### config.mk
export PLATFORM = sky130hd
export DESIGN_NAME = rms_frame_normalizer_top
export DESIGN_NICKNAME = d
export VERILOG_FILES = /design/src/rtl/core/rmsn_pkg.sv /design/src/rtl/core/rmsn_div.sv /design/src/rtl/core/rmsn_sqrt.sv /design/src/rtl/core/rms_frame_normalizer_top.sv
export SDC_FILE = /design/constraint.sdc
export NUM_CORES = 2
export LEC_CHECK = 0
export BUFFER_PORTS_ARGS = -buffer_cell sky130_fd_sc_hd__buf_4
export CORE_AREA = 2 2 406 408
export DETAILED_ROUTE_END_ITERATION = 10
export DIE_AREA = 0 0 408 410
export PLACE_DENSITY = 0.65
export SKIP_CTS_REPAIR_TIMING = 1
export SLEW_MARGIN = 20
export SYNTH_ARGS = -nofsm -noshare
export SYNTH_HDL_FRONTEND = slang
export SYNTH_SLANG_ARGS = --single-unit
### constraint.sdc
create_clock -name clk -period 9.6 [get_ports clk]
set_input_delay 0.96 -clock clk [delete_from_list [all_inputs] [get_ports clk]]
set_output_delay 0.96 -clock clk [all_outputs]
set_load 0.005 [all_outputs]
### src/rtl/core/rmsn_pkg.sv
`timescale 1ns / 1ps

package rmsn_pkg;

	// register and gain formats
	localparam int TARGET_W     = 15;
	localparam int TARGET_RESET = 3277;
	localparam int GAIN_W       = 24;
	localparam int GAIN_FRAC    = 16;

	// sequencer states
	typedef enum logic [9:0] {
		S_IDLE = 10'b00_0000_0001,
		S_SQ   = 10'b00_0000_0010,
		S_ACC  = 10'b00_0000_0100,
		S_MEAN = 10'b00_0000_1000,
		S_ROOT = 10'b00_0001_0000,
		S_GAIN = 10'b00_0010_0000,
		S_RD   = 10'b00_0100_0000,
		S_MUL  = 10'b00_1000_0000,
		S_FMT  = 10'b01_0000_0000,
		S_OUT  = 10'b10_0000_0000
	} state_t;

endpackage

### src/rtl/core/rmsn_div.sv
`timescale 1ns / 1ps

module rmsn_div #(
	parameter int DW  = 37,
	parameter int DVW = 17
) (
	input  logic           clk,
	input  logic           arst_n,
	input  logic           start,
	input  logic [DW-1:0]  dividend,
	input  logic [DVW-1:0] divisor,
	output logic           done,
	output logic [DW-1:0]  quotient
);

	localparam int CNT_W = $clog2(DW + 1);

	logic             busy_q;
	logic             done_q;
	logic [CNT_W-1:0] cnt_q;
	logic [DVW-1:0]   rem_q;
	logic [DW-1:0]    quo_q;
	logic [DVW-1:0]   dvs_q;
	logic [DVW:0]     trial;
	logic             fits;

	// one quotient bit per cycle, restoring
	assign trial = {rem_q, quo_q[DW-1]};
	assign fits  = trial >= {1'b0, dvs_q};

	// iteration control
	always_ff @(posedge clk or negedge arst_n) begin
		if (!arst_n) begin
			busy_q <= 1'b0;
			done_q <= 1'b0;
			cnt_q  <= '0;
		end else begin
			done_q <= 1'b0;
			if (start) begin
				busy_q <= 1'b1;
				cnt_q  <= CNT_W'(DW);
			end else if (busy_q) begin
				cnt_q <= cnt_q - CNT_W'(1);
				if (cnt_q == CNT_W'(1)) begin
					busy_q <= 1'b0;
					done_q <= 1'b1;
				end
			end
		end
	end

	// partial remainder and quotient shift
	always_ff @(posedge clk) begin
		if (start) begin
			rem_q <= '0;
			quo_q <= dividend;
			dvs_q <= divisor;
		end else if (busy_q) begin
			if (fits) begin
				rem_q <= DVW'(trial - {1'b0, dvs_q});
			end else begin
				rem_q <= trial[DVW-1:0];
			end
			quo_q <= {quo_q[DW-2:0], fits};
		end
	end

	assign done     = done_q;
	assign quotient = quo_q;

endmodule

### src/rtl/core/rmsn_sqrt.sv
`timescale 1ns / 1ps

module rmsn_sqrt #(
	parameter int RW = 16
) (
	input  logic            clk,
	input  logic            arst_n,
	input  logic            start,
	input  logic [2*RW-1:0] radicand,
	output logic            done,
	output logic [RW-1:0]   root
);

	localparam int CNT_W = $clog2(RW + 1);
	localparam int REM_W = RW + 2;

	logic             busy_q;
	logic             fin_q;
	logic             done_q;
	logic [CNT_W-1:0] cnt_q;
	logic [2*RW-1:0]  rad_q;
	logic [REM_W-1:0] rem_q;
	logic [RW-1:0]    root_q;
	logic [REM_W-1:0] shifted;
	logic [REM_W-1:0] trial;
	logic             fits;

	// one root digit per cycle from the top pair of radicand bits
	assign shifted = {rem_q[REM_W-3:0], rad_q[2*RW-1 -: 2]};
	assign trial   = {root_q, 2'b01};
	assign fits    = shifted >= trial;

	// iteration control, then a rounding step after the last digit
	always_ff @(posedge clk or negedge arst_n) begin
		if (!arst_n) begin
			busy_q <= 1'b0;
			fin_q  <= 1'b0;
			done_q <= 1'b0;
			cnt_q  <= '0;
		end else begin
			done_q <= 1'b0;
			fin_q  <= 1'b0;
			if (start) begin
				busy_q <= 1'b1;
				cnt_q  <= CNT_W'(RW);
			end else if (busy_q) begin
				cnt_q <= cnt_q - CNT_W'(1);
				if (cnt_q == CNT_W'(1)) begin
					busy_q <= 1'b0;
					fin_q  <= 1'b1;
				end
			end else if (fin_q) begin
				done_q <= 1'b1;
			end
		end
	end

	// remainder and root, rounded to nearest at the end
	always_ff @(posedge clk) begin
		if (start) begin
			rad_q  <= radicand;
			rem_q  <= '0;
			root_q <= '0;
		end else if (busy_q) begin
			rad_q  <= {rad_q[2*RW-3:0], 2'b00};
			rem_q  <= fits ? REM_W'(shifted - trial) : shifted;
			root_q <= {root_q[RW-2:0], fits};
		end else if (fin_q) begin
			root_q <= root_q + RW'(rem_q > REM_W'(root_q));
		end
	end

	assign done = done_q;
	assign root = root_q;

endmodule

### src/rtl/core/rms_frame_normalizer_top.sv
`timescale 1ns / 1ps

// Frame RMS normalizer. Samples enter on s_axis (tlast closes the frame; a full
// store of MAX_SAMPLES also closes it) and each passes three steps: accept,
// square, accumulate. On close, one shared restoring divider works out the mean
// square, an iterative square root follows, and the same divider then forms the
// gain, Q8.16 saturated. The frame is then replayed from the sample store one
// output at a time, each through read, multiply, format and output states, the
// last held by any m_axis_tready stall. Each output is the stored sample times
// the gain, rounded half away from zero and saturated. A frame whose RMS rounds
// to zero is replayed unchanged with tuser set. The input is not ready while a
// frame is being worked out or replayed. The user writes target_level through
// cfg_we and cfg_data only while the block is idle; the block does not enforce
// this. target_level resets to 3277 (about 0.1 in unsigned Q0.15).
module rms_frame_normalizer_top #(
	parameter  int MAX_SAMPLES = 64,
	parameter  int SAMPLE_BITS = 16,
	localparam int TD_W        = ((SAMPLE_BITS + 7) / 8) * 8
) (
	input  logic                          clk,
	input  logic                          arst_n,
	input  logic                          cfg_we,
	input  logic [rmsn_pkg::TARGET_W-1:0] cfg_data,       // target_level
	input  logic                          s_axis_tvalid,
	output logic                          s_axis_tready,
	input  logic [TD_W-1:0]               s_axis_tdata,   // sample_in
	input  logic                          s_axis_tlast,   // frame_end
	output logic                          m_axis_tvalid,
	input  logic                          m_axis_tready,
	output logic [TD_W-1:0]               m_axis_tdata,   // sample_out
	output logic                          m_axis_tlast,   // run_last
	output logic                          m_axis_tuser    // bypassed
);

	localparam int SB      = SAMPLE_BITS;
	localparam int GW      = rmsn_pkg::GAIN_W;
	localparam int AW      = (MAX_SAMPLES > 1) ? $clog2(MAX_SAMPLES) : 1;
	localparam int CW      = $clog2(MAX_SAMPLES + 1);
	localparam int SQ_W    = 2 * SB;
	localparam int SUM_W   = 2 * SB + 5;
	localparam int GN_W    = rmsn_pkg::TARGET_W + SB + 1;
	localparam int DIV_MIN = (SUM_W > GN_W) ? SUM_W : GN_W;
	localparam int DIV_W   = (DIV_MIN > GW) ? DIV_MIN : GW + 1;
	localparam int DVS_W   = SB + 1;
	localparam int PW      = SB + GW;
	localparam int RND_W   = PW - rmsn_pkg::GAIN_FRAC + 1;

	rmsn_pkg::state_t state_q;

	logic                          go_q;
	logic [rmsn_pkg::TARGET_W-1:0] target_q;
	logic [CW-1:0]                 fill_q;
	logic [CW-1:0]                 idx_q;
	logic [SUM_W-1:0]              sum_q;
	logic                          m_valid_q;

	logic [SB-1:0]                 mem_q [MAX_SAMPLES];
	logic signed [SB-1:0]          smp_q;
	logic                          close_q;
	logic [SQ_W-1:0]               sq_s1;
	logic [SQ_W-1:0]               mean_q;
	logic [SB-1:0]                 rms_q;
	logic [GW-1:0]                 gain_q;
	logic                          bypass_q;
	logic [SB-1:0]                 rd_q;
	logic [PW-1:0]                 prod_s1;
	logic                          neg_s1;
	logic [SB-1:0]                 m_data_q;
	logic                          m_last_q;

	logic                          in_req;
	logic                          closing;
	logic signed [SQ_W-1:0]        sq_full;
	logic [GN_W-1:0]               gain_num;
	logic                          div_start;
	logic [DIV_W-1:0]              div_dividend;
	logic [DVS_W-1:0]              div_divisor;
	logic                          div_done;
	logic [DIV_W-1:0]              div_quo;
	logic                          sqrt_start;
	logic                          sqrt_done;
	logic [SB-1:0]                 sqrt_root;
	logic                          rd_neg;
	logic [SB-1:0]                 rd_mag;
	logic [PW:0]                   rnd_sum;
	logic [RND_W-1:0]              rnd;
	logic [SB-1:0]                 scaled;

	assign in_req  = s_axis_tvalid && (state_q == rmsn_pkg::S_IDLE);
	assign closing = s_axis_tlast || (fill_q == CW'(MAX_SAMPLES - 1));
	assign sq_full = smp_q * smp_q;

	// gain = floor((target * 2^(SB+1) + rms) / (2 * rms)), i.e. rounded quotient
	assign gain_num = {target_q, (SB + 1)'(0)} | GN_W'(rms_q);

	// operand select for the shared divider
	always_comb begin
		if (state_q == rmsn_pkg::S_GAIN) begin
			div_dividend = DIV_W'(gain_num);
			div_divisor  = {rms_q, 1'b0};
		end else begin
			div_dividend = DIV_W'(sum_q);
			div_divisor  = DVS_W'(fill_q);
		end
	end

	assign div_start  = go_q && ((state_q == rmsn_pkg::S_MEAN) ||
		(state_q == rmsn_pkg::S_GAIN));
	assign sqrt_start = go_q && (state_q == rmsn_pkg::S_ROOT);

	rmsn_div #(
		.DW  (DIV_W),
		.DVW (DVS_W)
	) u_div (
		.clk      (clk),
		.arst_n   (arst_n),
		.start    (div_start),
		.dividend (div_dividend),
		.divisor  (div_divisor),
		.done     (div_done),
		.quotient (div_quo)
	);

	rmsn_sqrt #(
		.RW (SB)
	) u_sqrt (
		.clk      (clk),
		.arst_n   (arst_n),
		.start    (sqrt_start),
		.radicand (mean_q),
		.done     (sqrt_done),
		.root     (sqrt_root)
	);

	// magnitude of the stored sample
	assign rd_neg = rd_q[SB-1];
	assign rd_mag = rd_neg ? (~rd_q + SB'(1)) : rd_q;

	// round half away from zero, then saturate
	assign rnd_sum = {1'b0, prod_s1} + (PW + 1)'(1 << (rmsn_pkg::GAIN_FRAC - 1));
	assign rnd     = rnd_sum[PW:rmsn_pkg::GAIN_FRAC];

	always_comb begin
		if (!neg_s1) begin
			if (rnd > RND_W'((1 << (SB - 1)) - 1)) begin
				scaled = {1'b0, {(SB - 1){1'b1}}};
			end else begin
				scaled = rnd[SB-1:0];
			end
		end else begin
			if (rnd > RND_W'(1 << (SB - 1))) begin
				scaled = {1'b1, {(SB - 1){1'b0}}};
			end else begin
				scaled = ~rnd[SB-1:0] + SB'(1);
			end
		end
	end

	// configuration register
	always_ff @(posedge clk or negedge arst_n) begin
		if (!arst_n) begin
			target_q <= rmsn_pkg::TARGET_W'(rmsn_pkg::TARGET_RESET);
		end else if (cfg_we) begin
			target_q <= cfg_data;
		end
	end

	// sequencer
	always_ff @(posedge clk or negedge arst_n) begin
		if (!arst_n) begin
			state_q   <= rmsn_pkg::S_IDLE;
			go_q      <= 1'b0;
			fill_q    <= '0;
			idx_q     <= '0;
			sum_q     <= '0;
			m_valid_q <= 1'b0;
		end else begin
			go_q <= 1'b0;
			case (state_q)
				rmsn_pkg::S_IDLE: begin
					if (in_req) begin
						fill_q  <= fill_q + CW'(1);
						state_q <= rmsn_pkg::S_SQ;
					end
				end
				rmsn_pkg::S_SQ: begin
					state_q <= rmsn_pkg::S_ACC;
				end
				rmsn_pkg::S_ACC: begin
					sum_q <= sum_q + SUM_W'(sq_s1);
					if (close_q) begin
						go_q    <= 1'b1;
						idx_q   <= '0;
						state_q <= rmsn_pkg::S_MEAN;
					end else begin
						state_q <= rmsn_pkg::S_IDLE;
					end
				end
				rmsn_pkg::S_MEAN: begin
					if (div_done) begin
						go_q    <= 1'b1;
						state_q <= rmsn_pkg::S_ROOT;
					end
				end
				rmsn_pkg::S_ROOT: begin
					if (sqrt_done) begin
						if (sqrt_root == '0) begin
							state_q <= rmsn_pkg::S_RD;
						end else begin
							go_q    <= 1'b1;
							state_q <= rmsn_pkg::S_GAIN;
						end
					end
				end
				rmsn_pkg::S_GAIN: begin
					if (div_done) begin
						state_q <= rmsn_pkg::S_RD;
					end
				end
				rmsn_pkg::S_RD: begin
					state_q <= rmsn_pkg::S_MUL;
				end
				rmsn_pkg::S_MUL: begin
					state_q <= rmsn_pkg::S_FMT;
				end
				rmsn_pkg::S_FMT: begin
					m_valid_q <= 1'b1;
					state_q   <= rmsn_pkg::S_OUT;
				end
				rmsn_pkg::S_OUT: begin
					if (m_axis_tready) begin
						m_valid_q <= 1'b0;
						if (m_last_q) begin
							fill_q  <= '0;
							sum_q   <= '0;
							state_q <= rmsn_pkg::S_IDLE;
						end else begin
							idx_q   <= idx_q + CW'(1);
							state_q <= rmsn_pkg::S_RD;
						end
					end
				end
				default: begin
					state_q <= rmsn_pkg::S_IDLE;
				end
			endcase
		end
	end

	// sample store
	always_ff @(posedge clk) begin
		if (in_req) begin
			mem_q[fill_q[AW-1:0]] <= s_axis_tdata[SB-1:0];
		end
		if (state_q == rmsn_pkg::S_RD) begin
			rd_q <= mem_q[idx_q[AW-1:0]];
		end
	end

	// datapath registers
	always_ff @(posedge clk) begin
		if (in_req) begin
			smp_q   <= signed'(s_axis_tdata[SB-1:0]);
			close_q <= closing;
		end
		if (state_q == rmsn_pkg::S_SQ) begin
			sq_s1 <= unsigned'(sq_full);
		end
		if ((state_q == rmsn_pkg::S_MEAN) && div_done) begin
			mean_q <= SQ_W'(div_quo);
		end
		if ((state_q == rmsn_pkg::S_ROOT) && sqrt_done) begin
			rms_q    <= sqrt_root;
			bypass_q <= (sqrt_root == '0);
		end
		if ((state_q == rmsn_pkg::S_GAIN) && div_done) begin
			if (|div_quo[DIV_W-1:GW]) begin
				gain_q <= '1;
			end else begin
				gain_q <= div_quo[GW-1:0];
			end
		end
		if (state_q == rmsn_pkg::S_MUL) begin
			prod_s1 <= PW'(rd_mag) * PW'(gain_q);
			neg_s1  <= rd_neg;
		end
		if (state_q == rmsn_pkg::S_FMT) begin
			m_data_q <= bypass_q ? rd_q : scaled;
			m_last_q <= (idx_q + CW'(1)) == fill_q;
		end
	end

	assign s_axis_tready = (state_q == rmsn_pkg::S_IDLE);
	assign m_axis_tvalid = m_valid_q;
	assign m_axis_tdata  = TD_W'(m_data_q);
	assign m_axis_tlast  = m_last_q;
	assign m_axis_tuser  = bypass_q;

endmodule

==> qor.csv <==
metric,value,unit
wl_per_cell,22.42,microns
async_reset_ff_frac,0.06551,
syn_to_final_growth,9.994,%
grt_max_degree,131,
period_share,0.9377,
synth.distinct_cells,100,
die_h,410,microns
drt_iter0_markers,4680,
syn_nets,7199,
port_buffers,56,
synthCells,6342,
start_kind,register,
slew_headroom,0.2919,
crit_fanout,18,
synth_edf_count,1290,
hold_path_class,in -> async,
setup_viol_count_final,0,
syn_avg_cell_area,12.79,sq um
clock_latency,0.80,ns
clk_pin_slew,0.06,ns
overflow,0,
critPathRequiredTime,10.16,ns
rsz0062_at_grt,no,
grt_usage,0.2350,
io_pins,57,
cts_buffers,149,
tightest_slew,1.062,ns
layout_common_cells,"1,290 x edfxtp_1, 767 x inv_1, 693 x nand2_1",
fin_tns_setup,0,ns
vias,49520,
vdd_ir_drop_max,0.001344,V
final.fill_count,13510,
via_per_inst,5.687,
power.density,403.7,nW/um^2
outcome,"complete, no violations",
netlist_area,81120,sq um
drv_cap,0,
drive_gt1_frac,0.1073,
cpPeakStageDelay,0.61,ns
fp.dieArea,167300,sq um
grt_antenna_before_repair,7,
grt_pass1_wl,300700,microns
path_class,reg -> reg,
detail-route-antenna-nets,0,
cts_tree,built,
drtPass1Iterations,6,
hold_viol,0,
hpwl,130900,microns
worst-endpoint-arrival,9.56,ns
max_freq,111.1,MHz
routed_wirelength,195200,microns
path_common_cell,fa_1,
ys_ff_latch,1435,
leakagePower,34.02,nW
fin_util,0.5457,
initial_core_util,0.4961,
ys_seq_area_frac,0.5193,
timing.final.crit_period,9.002,ns
root_buffer,clkbuf_16,
num_rows,149,
mostFrequentLayoutCell,edfxtp_1,
place_congestion,0.8715,
clock_sinks,1435,
drc,0,
yosysWarnings,0,
synth_flop_cell,edfxtp_1,
slew_viol_final,0,
core_area,163500,sq um
slowest_stage,nor3_1,
finClkSkew,0.06030,ns
htree_levels,4,
end_kind,register,
first_global_vias,50270,
die_x,408,microns
clock_path_buffers,3,
nets,7255,
[stage by stage]
step	worst slack (ns)	cells	cell area (sq um)	hold WS [ns]	total power, W
3_3_place_gp	0.9077	8436	84330	0.4639	0.02995
5_1_grt	0.3035	8705	89220	0.2042	0.03960
3_5_place_dp	0.6591	8436	84330	0.4694	0.03048
6_report	0.5985	8707	89220	0.1735	0.03602
2_1_floorplan	2.058	6342	81120	0.4305	0.02598
4_1_cts	0.6961	8705	89210	0.1549	0.03631
[registers in the layout, indices dropped and copies added (netlist names), 17 cells and up]
signal          count
mem_q            1024
sum_q              37
u_div.quotient     37
mean_q             32
u_sqrt.rad_q       32
sq_s1              31
prod_s1            25
gain_q             24
u_sqrt.rem_q       18
u_div.dvs_q        17
u_div.rem_q        17
[cells by family (layout without fill, tap and decap cells)]
group | count (synthesis) | after routing | synth area share
AOI/OAI and AO/OA | 938 | 938 | 0.07179
xor gates and xnor gates | 170 | 170 | 0.01854
adders and majority gates | 820 | 820 | 0.1770
buffers and inverters | 1046 | 1220 | 0.04888
DFF | 1435 | 1435 | 0.5193
muxes | 448 | 448 | 0.07890
other | 0 | 2 | 0
and+or+nand+nor | 1485 | 1485 | 0.08561
[metal layers]
layer,wire (microns),track usage,up-vias
li1,-,-,22420
met1,83760,0.3307,25070
met2,92000,0.3766,1700
met3,13190,0.03540,319
met4,6268,0.07759,0
met5,0,0,-
[area by class of cell]
| type | count | area, sq um | share of cell area |
|---|---|---|---|
| inverters | 771 | 2894 | 0.03244 |
| clock buffers | 190 | 3923 | 0.04396 |
| clock inverters | 79 | 962.2 | 0.01078 |
| flip-flops and latches | 1435 | 42130 | 0.4722 |
| well taps | 2189 | 2739 | 0.03070 |
| repair buffers | 180 | 1389 | 0.01557 |
| diodes | 2 | 5.005 | 0.00005609 |
| multi-input cells | 3861 | 35180 | 0.3943 |
[path summary, 6_finish.rpt]
| kind | start | end | slack [ns] | cells after the start |
|---|---|---|---|---|
| worst max-delay path | rd_q[3]$_DFFE_PP_ | prod_s1[38]$_DFFE_PP_ | 0.60 | 28 |
| worst min-delay path | arst_n | u_sqrt.cnt_q[2]$_DFFE_PN0P_ | 0.17 | 1 |
| worst max register to register | rd_q[3]$_DFFE_PP_ | prod_s1[38]$_DFFE_PP_ | 0.60 | 28 |
| worst min register to register | mean_q[11]$_DFFE_PP_ | u_sqrt.rad_q[11]$_DFFE_PP_ | 0.49 | 2 |
| max in group asynchronous | arst_n | idx_q[1]$_DFFE_PN0P_ | 8.25 | 2 |
| min in group clk | cfg_data[5] | target_q[5]$_DFFE_PN0P_ | 0.40 | 2 |
[worst max-delay path, delay by kind of cell (launching register included)]
kind / cells / cell delay, ns
AOI/OAI and AO/OA: 5 / 1.63
xor gates and xnor gates: 1 / 0.42
adders and majority gates: 7 / 3.17
buffers and inverters: 5 / 0.50
DFF: 1 / 0.48
and+or+nand+nor: 10 / 2.59
[power by group]
group | internal (W) | total (W) | switching (W)
sequential | 0.00835 | 0.00865 | 0.000302
clock | 0.00326 | 0.00573 | 0.00248
combinational | 0.00976 | 0.0216 | 0.0119
total | 0.0214 | 0.0360 | 0.0147
[synthesized netlist by cell type (all sizes together), types with 24 or more instances]
master	n	share of area
mux4	144	0.040
dfxtp	51	0.013
and3	24	0.0019
mux2	91	0.013
o221ai	66	0.0071
o21ai	233	0.015
fa	546	0.13
a21oi	283	0.017
nor2	248	0.011
o21a	25	0.0023
and2	208	0.016
o22ai	68	0.0052
a21o	64	0.0059
clkbuf	221	0.010
nand4	35	0.0029
dfrtp	86	0.027
xnor2	115	0.013
ha	274	0.042
nor3	34	0.0021
edfxtp	1290	0.48
or2	33	0.0025
nand2	695	0.032
nand3	80	0.0049
a31oi	46	0.0035
inv	770	0.036
buf	54	0.0030
mux2i	213	0.026
xor2	55	0.0060
Power figures use the tool's default switching activity.
